===== config.mk =====
export PLATFORM = sky130hd
export DESIGN_NAME = mod_fibonacci_nth_term_flat
export DESIGN_NICKNAME = d
export VERILOG_FILES = /design/src/fnt_pkg.sv /design/src/fnt_index_if.sv /design/src/fnt_value_if.sv /design/src/mod_fibonacci_nth_term.sv /design/src/fnt_mul.sv /design/src/fnt_mac.sv /design/src/flat_wrapper.sv
export VERILOG_INCLUDE_DIRS = /design/src /design/src/src
export SDC_FILE = /design/constraint.sdc
export NUM_CORES = 2
export LEC_CHECK = 0
export ABC_AREA = 1
export BUFFER_PORTS_ARGS = -buffer_cell sky130_fd_sc_hd__buf_2
export CAP_MARGIN = 20
export CORE_UTILIZATION = 30
export CTS_CLUSTER_DIAMETER = 150
export CTS_CLUSTER_SIZE = 14
export DETAILED_ROUTE_END_ITERATION = 8
export PLACE_DENSITY = 0.49
export SLEW_MARGIN = 20
export SYNTH_ARGS = -nofsm -noshare
export SYNTH_HDL_FRONTEND = slang
export SYNTH_SLANG_ARGS = --single-unit

===== constraint.sdc =====
create_clock -name clk -period 8.9 [get_ports clk]
set_input_delay 0.445 -clock clk [delete_from_list [all_inputs] [get_ports clk]]
set_output_delay 0.445 -clock clk [all_outputs]
set_load 0.03 [all_outputs]

===== src/mod_fibonacci_nth_term_assert.svh =====
// assertion macros for the fibonacci term generator
`ifndef MOD_FIBONACCI_NTH_TERM_ASSERT_SVH
`define MOD_FIBONACCI_NTH_TERM_ASSERT_SVH

// same-cycle implication, checked outside reset
`define FNT_ASSERT_SAME(label, ante, cons, msg) \
	label: assert property (@(posedge clk) disable iff (!arst_n) (ante) |-> (cons)) \
		else $error(msg);

// next-cycle implication, checked outside reset
`define FNT_ASSERT_NEXT(label, ante, cons, msg) \
	label: assert property (@(posedge clk) disable iff (!arst_n) (ante) |=> (cons)) \
		else $error(msg);

`endif


===== src/fnt_pkg.sv =====
// shared types, constants and helpers of the fibonacci term generator
`timescale 1ns / 1ps

package fnt_pkg;

	localparam int INDEX_BITS     = 32;
	localparam int VALUE_BITS     = 30;
	localparam int MUL_BITS       = 32;
	localparam int PROD_BITS      = 2 * MUL_BITS;
	localparam int CFG_INDEX_BITS = 1;

	localparam logic [VALUE_BITS-1:0] PRIME_MOD = 30'd998244353;

	// barrett factor floor(2^60 / p) for p below 2^30
	localparam logic [MUL_BITS-1:0] BARRETT_MU =
		MUL_BITS'((64'd1 << 60) / 64'(PRIME_MOD));

	// configuration register indexes
	localparam logic [CFG_INDEX_BITS-1:0] REG_FIRST_TERM  = 1'd0;
	localparam logic [CFG_INDEX_BITS-1:0] REG_SECOND_TERM = 1'd1;

	typedef enum logic [2:0] {
		MAC_IDLE,
		MAC_PROD,
		MAC_EST,
		MAC_QP,
		MAC_SUB,
		MAC_FIX,
		MAC_DONE
	} mac_state_t;

	typedef enum logic [2:0] {
		TOP_IDLE,
		TOP_BIT,
		TOP_START,
		TOP_MAC,
		TOP_EMIT
	} top_state_t;

	typedef enum logic [1:0] {
		OP_ACC,
		OP_SQR,
		OP_FIN
	} mat_op_t;

	// request to the modular multiply-add unit: (a*b + c*d) mod p
	typedef struct packed {
		logic                  start;
		logic [VALUE_BITS-1:0] op_a;
		logic [VALUE_BITS-1:0] op_b;
		logic [VALUE_BITS-1:0] op_c;
		logic [VALUE_BITS-1:0] op_d;
	} mac_req_t;

	typedef struct packed {
		logic                  done;
		logic [VALUE_BITS-1:0] value;
	} mac_rsp_t;

	// (x - y) mod p for reduced operands
	function automatic logic [VALUE_BITS-1:0] mod_sub(
		input logic [VALUE_BITS-1:0] x,
		input logic [VALUE_BITS-1:0] y
	);
		logic [VALUE_BITS:0] wide;
		begin
			wide = {1'b0, x} + {1'b0, PRIME_MOD} - {1'b0, y};
			if (x >= y) begin
				mod_sub = x - y;
			end else begin
				mod_sub = wide[VALUE_BITS-1:0];
			end
		end
	endfunction

	// one conditional subtract: any 30-bit value is below twice p
	function automatic logic [VALUE_BITS-1:0] mod_fold(input logic [VALUE_BITS-1:0] x);
		begin
			if (x >= PRIME_MOD) begin
				mod_fold = x - PRIME_MOD;
			end else begin
				mod_fold = x;
			end
		end
	endfunction

endpackage


===== src/fnt_index_if.sv =====
// input channel carrying the wanted term index
`timescale 1ns / 1ps

interface fnt_index_if;
	logic                            valid;
	logic                            ready;
	logic [fnt_pkg::INDEX_BITS-1:0]  term_index;

	modport source (output valid, output term_index, input ready);
	modport sink (input valid, input term_index, output ready);
endinterface


===== src/fnt_value_if.sv =====
// output channel carrying the computed term value
`timescale 1ns / 1ps

interface fnt_value_if;
	logic                            valid;
	logic                            ready;
	logic [fnt_pkg::VALUE_BITS-1:0]  term_value;

	modport source (output valid, output term_value, input ready);
	modport sink (input valid, input term_value, output ready);
endinterface


===== src/mod_fibonacci_nth_term.sv =====
// Fibonacci-type term n modulo 998244353 by square-and-multiply on the matrix [[1,1],[1,0]].
// Indices zero to two need no matrix work; otherwise every modular multiply-add runs on the
// single shared multiplier, two per matrix product, one product per set exponent bit plus
// one squaring per bit below the highest set bit.
// Throughput: one item at a time; the next index is taken once the result sits in the output.
// Reset: asynchronous, active low; seeds return to 1 and 2, no result pending.
`timescale 1ns / 1ps
`include "mod_fibonacci_nth_term_assert.svh"

module mod_fibonacci_nth_term (
	input  logic                                clk,
	input  logic                                arst_n,
	input  logic                                cfg_we,
	input  logic [fnt_pkg::CFG_INDEX_BITS-1:0]  cfg_index,
	input  logic [fnt_pkg::VALUE_BITS-1:0]      cfg_data,
	fnt_index_if.sink                           idx,
	fnt_value_if.source                         term
);

	fnt_pkg::top_state_t state_q;
	fnt_pkg::top_state_t state_d;
	fnt_pkg::mat_op_t    op_q;

	logic                              entry_q;
	logic [fnt_pkg::INDEX_BITS-1:0]    e_q;
	logic [fnt_pkg::VALUE_BITS-1:0]    seed_one_q;
	logic [fnt_pkg::VALUE_BITS-1:0]    seed_two_q;
	logic [fnt_pkg::VALUE_BITS-1:0]    acc0_q;
	logic [fnt_pkg::VALUE_BITS-1:0]    acc1_q;
	logic [fnt_pkg::VALUE_BITS-1:0]    base0_q;
	logic [fnt_pkg::VALUE_BITS-1:0]    base1_q;
	logic [fnt_pkg::VALUE_BITS-1:0]    t0_q;
	logic [fnt_pkg::VALUE_BITS-1:0]    pend_q;
	logic [fnt_pkg::VALUE_BITS-1:0]    out_q;
	logic                              out_valid_q;

	logic [fnt_pkg::VALUE_BITS-1:0]    f1;
	logic [fnt_pkg::VALUE_BITS-1:0]    f2;
	logic [fnt_pkg::VALUE_BITS-1:0]    base3;
	logic [fnt_pkg::VALUE_BITS-1:0]    short_val;
	logic                              short_idx;
	logic                              in_xfer;
	logic                              out_free;
	logic                              e_last;

	fnt_pkg::mac_req_t mac_req;
	fnt_pkg::mac_rsp_t mac_rsp;

	fnt_mac u_mac (
		.clk    (clk),
		.arst_n (arst_n),
		.req    (mac_req),
		.rsp    (mac_rsp)
	);

	// reduced seeds and the lower-right entry of the base power
	assign f1    = fnt_pkg::mod_fold(seed_one_q);
	assign f2    = fnt_pkg::mod_fold(seed_two_q);
	assign base3 = fnt_pkg::mod_sub(base0_q, base1_q);

	// indices zero to two need no matrix work
	assign short_idx = (idx.term_index[fnt_pkg::INDEX_BITS-1:2] == '0) &&
		(idx.term_index[1:0] != 2'd3);
	always_comb begin
		case (idx.term_index[1:0])
			2'd0:    short_val = fnt_pkg::mod_sub(f2, f1);
			2'd1:    short_val = f1;
			default: short_val = f2;
		endcase
	end

	assign in_xfer  = idx.valid && idx.ready;
	assign out_free = !out_valid_q || term.ready;
	assign e_last   = ((e_q >> 1) == '0);

	assign term.valid      = out_valid_q;
	assign term.term_value = out_q;

	// next state
	always_comb begin
		state_d = state_q;
		case (state_q)
			fnt_pkg::TOP_IDLE: begin
				if (idx.valid) begin
					state_d = short_idx ? fnt_pkg::TOP_EMIT : fnt_pkg::TOP_BIT;
				end
			end
			fnt_pkg::TOP_BIT:   state_d = fnt_pkg::TOP_START;
			fnt_pkg::TOP_START: state_d = fnt_pkg::TOP_MAC;
			fnt_pkg::TOP_MAC: begin
				if (mac_rsp.done) begin
					case (op_q)
						fnt_pkg::OP_FIN: state_d = fnt_pkg::TOP_EMIT;
						fnt_pkg::OP_ACC: begin
							if (!entry_q) begin
								state_d = fnt_pkg::TOP_START;
							end else begin
								state_d = e_last ? fnt_pkg::TOP_BIT : fnt_pkg::TOP_START;
							end
						end
						default: begin
							state_d = entry_q ? fnt_pkg::TOP_BIT : fnt_pkg::TOP_START;
						end
					endcase
				end
			end
			fnt_pkg::TOP_EMIT: begin
				if (out_free) begin
					state_d = fnt_pkg::TOP_IDLE;
				end
			end
			default: state_d = fnt_pkg::TOP_IDLE;
		endcase
	end

	// handshake and multiply-add operand selection
	always_comb begin
		idx.ready     = (state_q == fnt_pkg::TOP_IDLE);
		mac_req.start = (state_q == fnt_pkg::TOP_START);
		case (op_q)
			fnt_pkg::OP_ACC: begin
				mac_req.op_a = acc0_q;
				mac_req.op_b = entry_q ? base1_q : base0_q;
				mac_req.op_c = acc1_q;
				mac_req.op_d = entry_q ? base3 : base1_q;
			end
			fnt_pkg::OP_SQR: begin
				mac_req.op_a = base0_q;
				mac_req.op_b = entry_q ? base1_q : base0_q;
				mac_req.op_c = base1_q;
				mac_req.op_d = entry_q ? base3 : base1_q;
			end
			default: begin
				mac_req.op_a = acc0_q;
				mac_req.op_b = f2;
				mac_req.op_c = acc1_q;
				mac_req.op_d = f1;
			end
		endcase
	end

	// control registers
	always_ff @(posedge clk or negedge arst_n) begin
		if (!arst_n) begin
			state_q     <= fnt_pkg::TOP_IDLE;
			op_q        <= fnt_pkg::OP_FIN;
			entry_q     <= 1'b0;
			out_valid_q <= 1'b0;
			seed_one_q  <= fnt_pkg::VALUE_BITS'(1);
			seed_two_q  <= fnt_pkg::VALUE_BITS'(2);
		end else begin
			state_q <= state_d;

			// configuration writes
			if (cfg_we) begin
				case (cfg_index)
					fnt_pkg::REG_FIRST_TERM:  seed_one_q <= cfg_data;
					fnt_pkg::REG_SECOND_TERM: seed_two_q <= cfg_data;
					default:                  seed_one_q <= seed_one_q;
				endcase
			end

			// choose the next matrix operation from the low exponent bit
			if (state_q == fnt_pkg::TOP_BIT) begin
				entry_q <= 1'b0;
				if (e_q == '0) begin
					op_q <= fnt_pkg::OP_FIN;
				end else if (e_q[0]) begin
					op_q <= fnt_pkg::OP_ACC;
				end else begin
					op_q <= fnt_pkg::OP_SQR;
				end
			end else if (state_q == fnt_pkg::TOP_MAC && mac_rsp.done) begin
				if (!entry_q) begin
					entry_q <= 1'b1;
				end else if (op_q == fnt_pkg::OP_ACC && !e_last) begin
					op_q    <= fnt_pkg::OP_SQR;
					entry_q <= 1'b0;
				end
			end

			// output register
			if (state_q == fnt_pkg::TOP_EMIT && out_free) begin
				out_valid_q <= 1'b1;
			end else if (term.ready) begin
				out_valid_q <= 1'b0;
			end
		end
	end

	// matrix entries, exponent and result registers
	always_ff @(posedge clk) begin
		if (in_xfer) begin
			pend_q  <= short_val;
			e_q     <= idx.term_index - fnt_pkg::INDEX_BITS'(2);
			acc0_q  <= fnt_pkg::VALUE_BITS'(1);
			acc1_q  <= '0;
			base0_q <= fnt_pkg::VALUE_BITS'(1);
			base1_q <= fnt_pkg::VALUE_BITS'(1);
		end else if (state_q == fnt_pkg::TOP_MAC && mac_rsp.done) begin
			if (op_q == fnt_pkg::OP_FIN) begin
				pend_q <= mac_rsp.value;
			end else if (!entry_q) begin
				t0_q <= mac_rsp.value;
			end else if (op_q == fnt_pkg::OP_ACC) begin
				acc0_q <= t0_q;
				acc1_q <= mac_rsp.value;
				if (e_last) begin
					e_q <= '0;
				end
			end else begin
				base0_q <= t0_q;
				base1_q <= mac_rsp.value;
				e_q     <= e_q >> 1;
			end
		end
		if (state_q == fnt_pkg::TOP_EMIT && out_free) begin
			out_q <= pend_q;
		end
	end

	// checks
	`FNT_ASSERT_SAME(a_value_reduced, term.valid, term.term_value < fnt_pkg::PRIME_MOD, "result not reduced")
	`FNT_ASSERT_SAME(a_mac_done_waited, mac_rsp.done, state_q == fnt_pkg::TOP_MAC, "multiply-add finished while not awaited")
	`FNT_ASSERT_NEXT(a_emit_loads, state_q == fnt_pkg::TOP_EMIT, term.valid, "pending result not presented")

endmodule


===== src/fnt_mul.sv =====
// shared 32 x 32 unsigned multiplier with registered product
`timescale 1ns / 1ps

module fnt_mul (
	input  logic                           clk,
	input  logic [fnt_pkg::MUL_BITS-1:0]   a,
	input  logic [fnt_pkg::MUL_BITS-1:0]   b,
	output logic [fnt_pkg::PROD_BITS-1:0]  prod_q
);

	// product register
	always_ff @(posedge clk) begin
		prod_q <= fnt_pkg::PROD_BITS'(a) * fnt_pkg::PROD_BITS'(b);
	end

endmodule


===== src/fnt_mac.sv =====
// modular multiply-add unit: two products, barrett reduction on one multiplier
`timescale 1ns / 1ps

module fnt_mac (
	input  logic              clk,
	input  logic              arst_n,
	input  fnt_pkg::mac_req_t req,
	output fnt_pkg::mac_rsp_t rsp
);

	fnt_pkg::mac_state_t state_q;
	fnt_pkg::mac_state_t state_d;

	logic                                 sel_q;
	logic [fnt_pkg::VALUE_BITS-1:0]       sum_q;
	logic [fnt_pkg::MUL_BITS-1:0]         x_lo_q;
	logic [fnt_pkg::MUL_BITS-1:0]         r_q;
	logic [fnt_pkg::MUL_BITS-1:0]         mul_a;
	logic [fnt_pkg::MUL_BITS-1:0]         mul_b;
	logic [fnt_pkg::PROD_BITS-1:0]        mul_p;
	logic                                 r_big;
	logic [fnt_pkg::VALUE_BITS:0]         sum_wide;
	logic [fnt_pkg::VALUE_BITS-1:0]       sum_next;

	fnt_mul u_mul (
		.clk    (clk),
		.a      (mul_a),
		.b      (mul_b),
		.prod_q (mul_p)
	);

	// remainder still needs a correction step
	assign r_big = (r_q >= {2'b00, fnt_pkg::PRIME_MOD});

	// running sum of the two reduced products
	always_comb begin
		sum_wide = {1'b0, sum_q} + {1'b0, r_q[fnt_pkg::VALUE_BITS-1:0]};
		if (sum_wide >= {1'b0, fnt_pkg::PRIME_MOD}) begin
			sum_wide = sum_wide - {1'b0, fnt_pkg::PRIME_MOD};
		end
		sum_next = sum_wide[fnt_pkg::VALUE_BITS-1:0];
	end

	// next state
	always_comb begin
		state_d = state_q;
		case (state_q)
			fnt_pkg::MAC_IDLE: begin
				if (req.start) begin
					state_d = fnt_pkg::MAC_PROD;
				end
			end
			fnt_pkg::MAC_PROD: state_d = fnt_pkg::MAC_EST;
			fnt_pkg::MAC_EST:  state_d = fnt_pkg::MAC_QP;
			fnt_pkg::MAC_QP:   state_d = fnt_pkg::MAC_SUB;
			fnt_pkg::MAC_SUB:  state_d = fnt_pkg::MAC_FIX;
			fnt_pkg::MAC_FIX: begin
				if (!r_big) begin
					state_d = sel_q ? fnt_pkg::MAC_DONE : fnt_pkg::MAC_PROD;
				end
			end
			fnt_pkg::MAC_DONE: state_d = fnt_pkg::MAC_IDLE;
			default:           state_d = fnt_pkg::MAC_IDLE;
		endcase
	end

	// multiplier operand selection and response
	always_comb begin
		mul_a     = '0;
		mul_b     = '0;
		rsp.done  = 1'b0;
		rsp.value = sum_q;
		case (state_q)
			fnt_pkg::MAC_PROD: begin
				mul_a = {2'b00, (sel_q ? req.op_c : req.op_a)};
				mul_b = {2'b00, (sel_q ? req.op_d : req.op_b)};
			end
			fnt_pkg::MAC_EST: begin
				// quotient estimate: (x >> 29) * mu
				mul_a = {1'b0, mul_p[59:29]};
				mul_b = fnt_pkg::BARRETT_MU;
			end
			fnt_pkg::MAC_QP: begin
				// q = estimate >> 31, times p
				mul_a = {1'b0, mul_p[61:31]};
				mul_b = {2'b00, fnt_pkg::PRIME_MOD};
			end
			fnt_pkg::MAC_DONE: rsp.done = 1'b1;
			default: begin
				mul_a = '0;
				mul_b = '0;
			end
		endcase
	end

	// state register
	always_ff @(posedge clk or negedge arst_n) begin
		if (!arst_n) begin
			state_q <= fnt_pkg::MAC_IDLE;
			sel_q   <= 1'b0;
		end else begin
			state_q <= state_d;
			if (state_q == fnt_pkg::MAC_IDLE && req.start) begin
				sel_q <= 1'b0;
			end else if (state_q == fnt_pkg::MAC_FIX && !r_big) begin
				sel_q <= 1'b1;
			end
		end
	end

	// datapath registers; remainder below 3p fits 32 bits
	always_ff @(posedge clk) begin
		case (state_q)
			fnt_pkg::MAC_IDLE: begin
				if (req.start) begin
					sum_q <= '0;
				end
			end
			fnt_pkg::MAC_EST: x_lo_q <= mul_p[fnt_pkg::MUL_BITS-1:0];
			fnt_pkg::MAC_SUB: r_q <= x_lo_q - mul_p[fnt_pkg::MUL_BITS-1:0];
			fnt_pkg::MAC_FIX: begin
				if (r_big) begin
					r_q <= r_q - {2'b00, fnt_pkg::PRIME_MOD};
				end else begin
					sum_q <= sum_next;
				end
			end
			default: begin
				sum_q <= sum_q;
			end
		endcase
	end

endmodule

===== src/flat_wrapper.sv =====
// flat-port wrapper written by rule: the top's interface ports become plain ports
module mod_fibonacci_nth_term_flat 
  (clk, arst_n, cfg_we, cfg_index, cfg_data, idx_valid, idx_term_index, idx_ready, term_valid, term_term_value, term_ready);
  fnt_index_if idx_i ();
  fnt_value_if term_i ();
  input  logic clk;
  input  logic arst_n;
  input  logic cfg_we;
  input  logic [fnt_pkg::CFG_INDEX_BITS-1:0] cfg_index;
  input  logic [fnt_pkg::VALUE_BITS-1:0] cfg_data;
  input wire logic [$bits(idx_i.valid)-1:0] idx_valid;
  input wire logic [$bits(idx_i.term_index)-1:0] idx_term_index;
  output wire logic [$bits(idx_i.ready)-1:0] idx_ready;
  output wire logic [$bits(term_i.valid)-1:0] term_valid;
  output wire logic [$bits(term_i.term_value)-1:0] term_term_value;
  input wire logic [$bits(term_i.ready)-1:0] term_ready;
  assign idx_i.valid = idx_valid;
  assign idx_i.term_index = idx_term_index;
  assign idx_ready = idx_i.ready;
  assign term_valid = term_i.valid;
  assign term_term_value = term_i.term_value;
  assign term_i.ready = term_ready;
  mod_fibonacci_nth_term u_core (.clk(clk), .arst_n(arst_n), .cfg_we(cfg_we), .cfg_index(cfg_index), .cfg_data(cfg_data), .idx(idx_i), .term(term_i));
endmodule

======== Word-level counts from Yosys, hierarchy flattened ========
Cells that the tools add are included.
storage, ports and cells
  bits in registers ....................... 469
  input port bits ......................... 68
operators by class
  add/subtract/negate cells ............... 13
  $mul .................................... 1
  order comparisons ....................... 6
  equal/unequal tests ..................... 22
  multiplexer cells ....................... 55
  bitwise operators ....................... 5
  reduce and logical (&&, ||, !) cells .... 40
operators with widths
  operator                  count
  $mux W30                  14
  $pmux W120 S2             1
  $mux W32                  7
  $pmux W31 S3              2
  $pmux W30 S2              2
  $sub A30 B30 Y30          4
  $sub A30 B30 Y30 const B  3
  $logic_not A32 Y1         2
  $pmux W32 S2              1
  $mul A31 B31 Y62          1
  $add A30 B30 Y30 const B  2
  $ge A30 B30 Y1            2
  $ge A30 B30 Y1 const B    2
  $ge A32 B30 Y1 const B    1
  $sub A32 B2 Y32 const B   1
  $sub A32 B30 Y32 const B  1
  $sub A32 B32 Y32          1
  $add A30 B30 Y31          1
  $ge A31 B30 Y1 const B    1
  $logic_not A30 Y1         1
  $mux W3                   8
  $reduce_bool A2 Y1        10
  $pmux W3 S6               1
  $reduce_and A4 Y1         4
  other kinds (20)          69

======== Longest topological paths before layout ========
  word-level depth ........................ 8
  gate-level depth with buffers ........... 47
  gate-level depth less buffers ........... 46

======== Hierarchy ========
From an unflattened synthesis, not the netlist that was laid out.
second synthesis, totals
  cells, all modules ...................... 10,348
  area, all modules ....................... 73,504.2 um^2
modules (own cells, without submodules)
  module                  times used  cells an instance  area each (um^2)
  fnt_mul                 1           5,018              37,315.8
  mod_fibonacci_nth_term  1           3,602              25,120.3
  fnt_mac                 1           1,728              11,068.1

======== Least setup slack after synthesis ========
Ideal clock, no wire load.
  path kind ............................... reg-to-reg
  from .................................... reg u_core.u_mac.state_q[1]
  to ...................................... reg u_core.u_mac.u_mul.prod_q[56] (netlist name)
  arrival ................................. 8.643 ns
  data required time ...................... 8.842 ns
  setup slack ............................. 0.199 ns
  cell stages (with the launch flop) ...... 34
  period minus slack after synthesis ...... 8.701 ns
  cells stage by stage .................... dfrtp_1 inv_1 nor2_1 inv_1 nor2_2 clkbuf_1 nand2_1 o211ai_1 clkbuf_1 nand2_1 fa_1 inv_1 fa_1 inv_1 fa_1 fa_1 inv_1 fa_1 fa_1 fa_1 inv_1 fa_1 inv_1 ha_1 nand2_1 nor2_1 inv_1 nor4_1 nand3_1 nand3_1 a21o_1 a21oi_1 or2_2 nand2_1
between the ends
  longest elaborated chain between the ends .. 3
  elaborated cells between the ends (all ways) .. 6
RTL lines
  what                                                 RTL line        RTL
  start: declaration                                   fnt_mac.sv:11   fnt_pkg::mac_state_t state_q;
  start signal: assignment                             fnt_mac.sv:99   state_q <= fnt_pkg::MAC_IDLE;
  start signal: assignment                             fnt_mac.sv:102  state_q <= state_d;
  $eq A3 B2 Y1 / $eq A3 B1 Y1 (equally long branches)  fnt_mac.sv:73   case (state_q)
  $pmux W31 S3                                         fnt_mac.sv:73
  $mul A31 B31 Y62 *                                   fnt_mul.sv:13   prod_q <= fnt_pkg::PROD_BITS'(a) * fnt_pkg::PROD_BITS'(b);
  end signal: assignment                               fnt_mul.sv:13
  end: declaration                                     fnt_mul.sv:8    output logic [fnt_pkg::PROD_BITS-1:0] prod_q
Mark *: on every way between the ends. The rest lies on a longest branch, timed or not.
A chain may end at the register's enable or synchronous reset.

======== Worst setup path after layout ========
  from .................................... reg u_core.base1_q[3] (netlist name)
  to ...................................... reg u_core.u_mac.u_mul.prod_q[37] (netlist name)
between the ends
  longest elaborated chain between the ends .. 7
  elaborated cells between the ends (all ways) .. 12
RTL lines
  what                                      RTL line                                                      RTL
  start: declaration                        mod_fibonacci_nth_term.sv:31                                  logic [fnt_pkg::VALUE_BITS-1:0] base1_q;
  start signal: assignment                  mod_fibonacci_nth_term.sv:199                                 base1_q <= fnt_pkg::VALUE_BITS'(1);
  start signal: assignment                  mod_fibonacci_nth_term.sv:213                                 base1_q <= mac_rsp.value;
  $sub A30 B30 Y30 (tied with other cells)  fnt_pkg.sv:67                                                 wide = {1'b0, x} + {1'b0, PRIME_MOD} - {1'b0, y};
  $mux W30                                  fnt_pkg.sv:68                                                 if (x >= y) begin
  $mux W30                                  mod_fibonacci_nth_term.sv:125, mod_fibonacci_nth_term.sv:131
  $pmux W120 S2 *                           mod_fibonacci_nth_term.sv:120                                 case (op_q)
  $mux W30                                  fnt_mac.sv:76                                                 mul_b = {2'b00, (sel_q ? req.op_d : req.op_b)};
  $pmux W31 S3                              fnt_mac.sv:73
  $mul A31 B31 Y62 *                        fnt_mul.sv:13
Marks and branches as above.

==> impl.org <==
** Routing
- Wires add up to 312.4 mm.
- Detailed-route via count :: 67010
- Dividing the detail-routed via count by the number of cells gives 5.018.
- Dividing the detail-routed wire length by the instance count gives 23.40 um.
- Number of DRC markers in iteration 0 :: 5266
- Before antenna repair, the detailed router went through 7 iterations.
- After detailed routing, the number of remaining DRC violations is 0.
- In this run the remaining antenna-violating nets after routing total 0.

** Clocking
- Clock-pin slew was measured on the worst setup and hold paths at 0.08 ns.
- Number of clock buffers inserted by TritonCTS :: 42
- Clock tree from TritonCTS :: yes
- Number of sinks handled by clock tree synthesis :: 469
- The H-tree was split into 2 levels.
- Clock latency reported for the late side of the worst-skew pair :: between 0.6 and 0.7 ns
- The cell sitting at the root of the clock tree is a clkbuf_16.
- In this run the deepest clock path goes through 3 buffers.

** Pwr
- Summed over all cells, the static leakage comes to about 42 nW.
- Largest vdd supply drop :: just over 0.5 mV
- Overall Power :: 30.05 mW
- Areal power density over the cells :: 337.5 nW/um^2

** Die
- Full die area :: between 200000 and 250000 um^2
- Die width :: 479.6 um
- 100 I/O pins were placed.
- The die is about 480 um tall.
- Once the floorplan was initialized, standard cells occupied 30.31% of the core.
- Area of the core :: 225800 um^2
- The floorplan has 174 rows.

** Setup path
- Most frequent cell on the critical path :: fa_1
- STA classifies the critical path startpoint as a flip-flop.
- The worst register-to-register path ends at u_core.u_mac.u_mul.prod_q[37].
- On the worst path, the slowest cell contributes a delay of 0.62 ns.
- Reg2reg path depth :: 43
- Capture point of the critical path :: u_core.u_mac.u_mul.prod_q[37]
- Crit path DAT :: 9.83 ns
- Launch point of the worst reg-to-reg path :: u_core.base1_q[3]
- STA classifies the critical path endpoint as a flip-flop.
- Slowest-stage cell, CP :: fa_2
- Largest driver fanout on the critical path :: 5
- Worst Setup Path Type :: reg -> reg
- Crit path required time :: 9.49 ns
- Tracing the worst setup path back leads to its startpoint at u_core.base1_q[3].
- Setup slack on the worst reg-to-reg path comes out at -0.34 ns.

** Global routing
- Largest net degree at the start of global routing :: 100
- Total Routing Usage GR :: 26.72%
- Antenna violations before repair :: 12
- Total overflow reported by the global router :: 0
- The via count of the first global-routing pass was slightly below 70000.
- The first global-routing pass estimated about 450 mm of wire.

** STA
- Normalized max-slew margin :: 31.60%
- Setup slack of the critical path after layout :: -0.3376 ns
- Total count of max-transition violations in the final report :: 0
- The final hold violation count was 0.
- For the pin with the worst max-slew slack, the measured transition is slightly above 1 ns.
- Count of endpoints failing setup in the final report :: 35
- Setup repair after global routing missed its margin :: yes
- After layout, the worst path uses 103.8% of the clock period.
- Worst hold slack :: 0.06338 ns
- For this run, the top clock speed supported by timing is 0.1083 GHz.
- For the final database, setup skew stands at 0.06706 ns.
- Counting I/O delays and the setup requirement, the final critical path takes 9.238 ns.
- Adding up every negative setup slack in the final design gives -6.844 ns.

** Synthesis
- Leading post-synthesis cells by cell area :: fa_1 (26%), edfxtp_1 (9.5%), inv_1 (9.4%)
- The share of synthesized area in the top cell type comes to 25.86%.
- The cell area that synthesis handed to floorplanning was 68430 um^2.
- Of all cell types, the one taking the most synthesized area is fa_1.
- After Yosys synthesis, full adders, half adders and majority gates account for 34.18% of the synthesized area.
- The synthesized design contains approximately 470 register bits.
- Post-synthesis compound-gate area fraction :: 12.47%
- Proportion of register bits with asynchronous set or reset after synthesis :: 15.14%
- In this run, distinct cell masters in the synthesized netlist total 74.
- The cell count after synthesis came out at 9106.
- Combinational family with the most area after synthesis :: adder cells
- Synth Warn # :: 0
- Simple-Gate Fraction of Synth Area :: 21.09%
- Of the total synthesized cell area, the portion taken by XOR and XNOR cells is 2.763%.
- Number of synthesized flops with an enable pin :: between 200 and 250
- After synthesis, the share of cell area in mux cells is 0.01463%.
- After synthesis, flip-flops and latches occupy 17.40% of the total area.
- Dividing the synthesized area by the synthesized cell count gives between 7 and 8 um^2.
- The most used flip-flop cell after synthesis is edfxtp_1.

** Run
- Max cap viols :: 0

** Placed design
- Count of buffers inserted at the top-level ports :: 99
- Area after DPL :: 81670 um^2
- Timing analysis after detailed placement gives a worst setup slack of -1.324 ns.
- The congestion estimate from routability-driven global placement came to 1.003.
- Placed Cells incl. Taps :: 13120
- Hpwl dp :: around 260 mm

** Final layout
- Area growth from synthesis to final layout :: 30.12%
- The finished cells cover between 80000 and 90000 um^2.
- Fraction of the core area covered by cells at the end of the flow :: 39.44%
- In the final design database the tool counted 11740 nets.
- Layout cell share with drive strength beyond 1 :: 24.37%
- Final cell count without fillers :: 13350

** Outcome
- The final reports fail on setup timing.
- Result of the run :: finished, violations left

** Min path
- The path class of the tightest hold or removal check is in -> reg.
==> cells in the mapped netlist, types with 55 or more instances <==
master and instances:
fa_1 884, xnor2_1 69, dfrtp_1 68, nor2_1 885, ha_1 455, edfxtp_1 216
nor3_1 76, nand3_1 581, nand2_1 1664, buf_2 66, clkbuf_1 214, o21ai_0 494
xor2_1 145, a21oi_1 742, dfxtp_1 182, nand4_1 55, inv_1 1721
==> layer usage <==
layer | vias to the layer above | part of all wire (%) | track usage [%]
met4 | 6 | 5.7 | 12.66
li1 | 31100 | - | -
met3 | 586 | 6.4 | 4.167
met1 | 33010 | 41 | 33.45
met5 | - | 0.012 | 0
met2 | 2314 | 47 | 44.87
==> registers in the layout, indices dropped and copies added (netlist names), 3 cells and up <==
signal,cells
u_core.u_mac.x_lo_q,32
u_core.pend_q,30
u_core.t0_q,30
u_core.seed_one_q,30
u_core.acc0_q,30
u_core.u_mac.sum_q,30
u_core.seed_two_q,30
u_core.base0_q,30
u_core.base1_q,30
u_core.e_q,32
u_core.term.term_value,30
u_core.u_mac.u_mul.prod_q,62
u_core.acc1_q,30
u_core.state_q,3
u_core.u_mac.r_q,32
u_core.u_mac.state_q,3
==> layout make-up <==
type / instances / area (um^2)
Clock buffer: 65 / 1137
Timing Repair Buffer: 1509 / 13010
Sequential cell: 469 / 11950
Inverter: 1762 / 6646
Antenna cell: 3 / 7.507
Tap cell: 2992 / 3744
Fill cell: 23340 / 136700
Multi-Input combinational cell: 6544 / 52380
Clock inverter: 10 / 175.2
==> placed cells by master (no fill, tap or decap), types with 80 or more instances in the layout <==
cell type / netlist / final
ha_1: 455 / 383
buf_6: 25 / 99
edfxtp_1: 216 / 216
buf_4: 22 / 1192
inv_1: 1721 / 1615
nor2_1: 885 / 786
nor2_2: 24 / 80
nand3_1: 581 / 532
buf_2: 66 / 98
nand2_2: 38 / 102
dfxtp_1: 182 / 158
xor2_1: 145 / 137
buf_12: 0 / 103
nand2_1: 1664 / 1553
inv_2: 22 / 122
a21oi_1: 742 / 648
fa_1: 884 / 783
o21ai_0: 494 / 438
fa_2: 0 / 101
==> power by group <==
part / switching, mW / total (mW) / internal (mW)
clock: 0.957 / 1.91 / 0.957
sequential: 0.470 / 3.31 / 2.84
combinational: 14.8 / 24.8 / 10.0
total: 16.2 / 30.1 / 13.8
==> how the worst min path moves through the flow <==
stage | from | end | slack [ns] | cells past startpoint
after global placement | u_core.pend_q[15] | u_core.term.term_value[15] | 0.40 | 0
after detailed placement | u_core.pend_q[1] | u_core.term.term_value[1] | 0.40 | 0
after global routing | cfg_data[22] | u_core.seed_one_q[22] | 0.07 | 3
final | cfg_data[22] | u_core.seed_one_q[22] | 0.06 | 3
after floorplan | arst_n | u_core.entry_q | 0.15 | 0
after CTS | cfg_data[22] | u_core.seed_one_q[22] | 0.01 | 3
==> cell families after synthesis <==
logic type,Yosys count
compound gates,1540
xor+xnor,215
fa+ha+maj,1339
buf+inv,2106
flops,469
mux,1
other cells,2
simple gates,3434
==> worst max-delay path, delay by kind of cell, from the launching register on <==
family                     cells  cell delay [ns]
DFF                            1             0.34
buffers and inverters         12             1.24
adders and majority gates     11             5.13
AOI/OAI and AO/OA              6             0.82
and+or+nand+nor               12             1.28
xor gates and xnor gates       2             0.30
==> timing repair <==
action / in CTS / in global routing
hold endpoints to repair: 45 / 0
gates cloned: 9 / 3
setup buffers: 92 / 63
setup endpoints to repair: 43 / 47
pin swaps: 225 / 191
hold buffers: 1 / 0
gates resized for setup: 671 / 473
No activity file was read; power rests on OpenSTA's default activity.
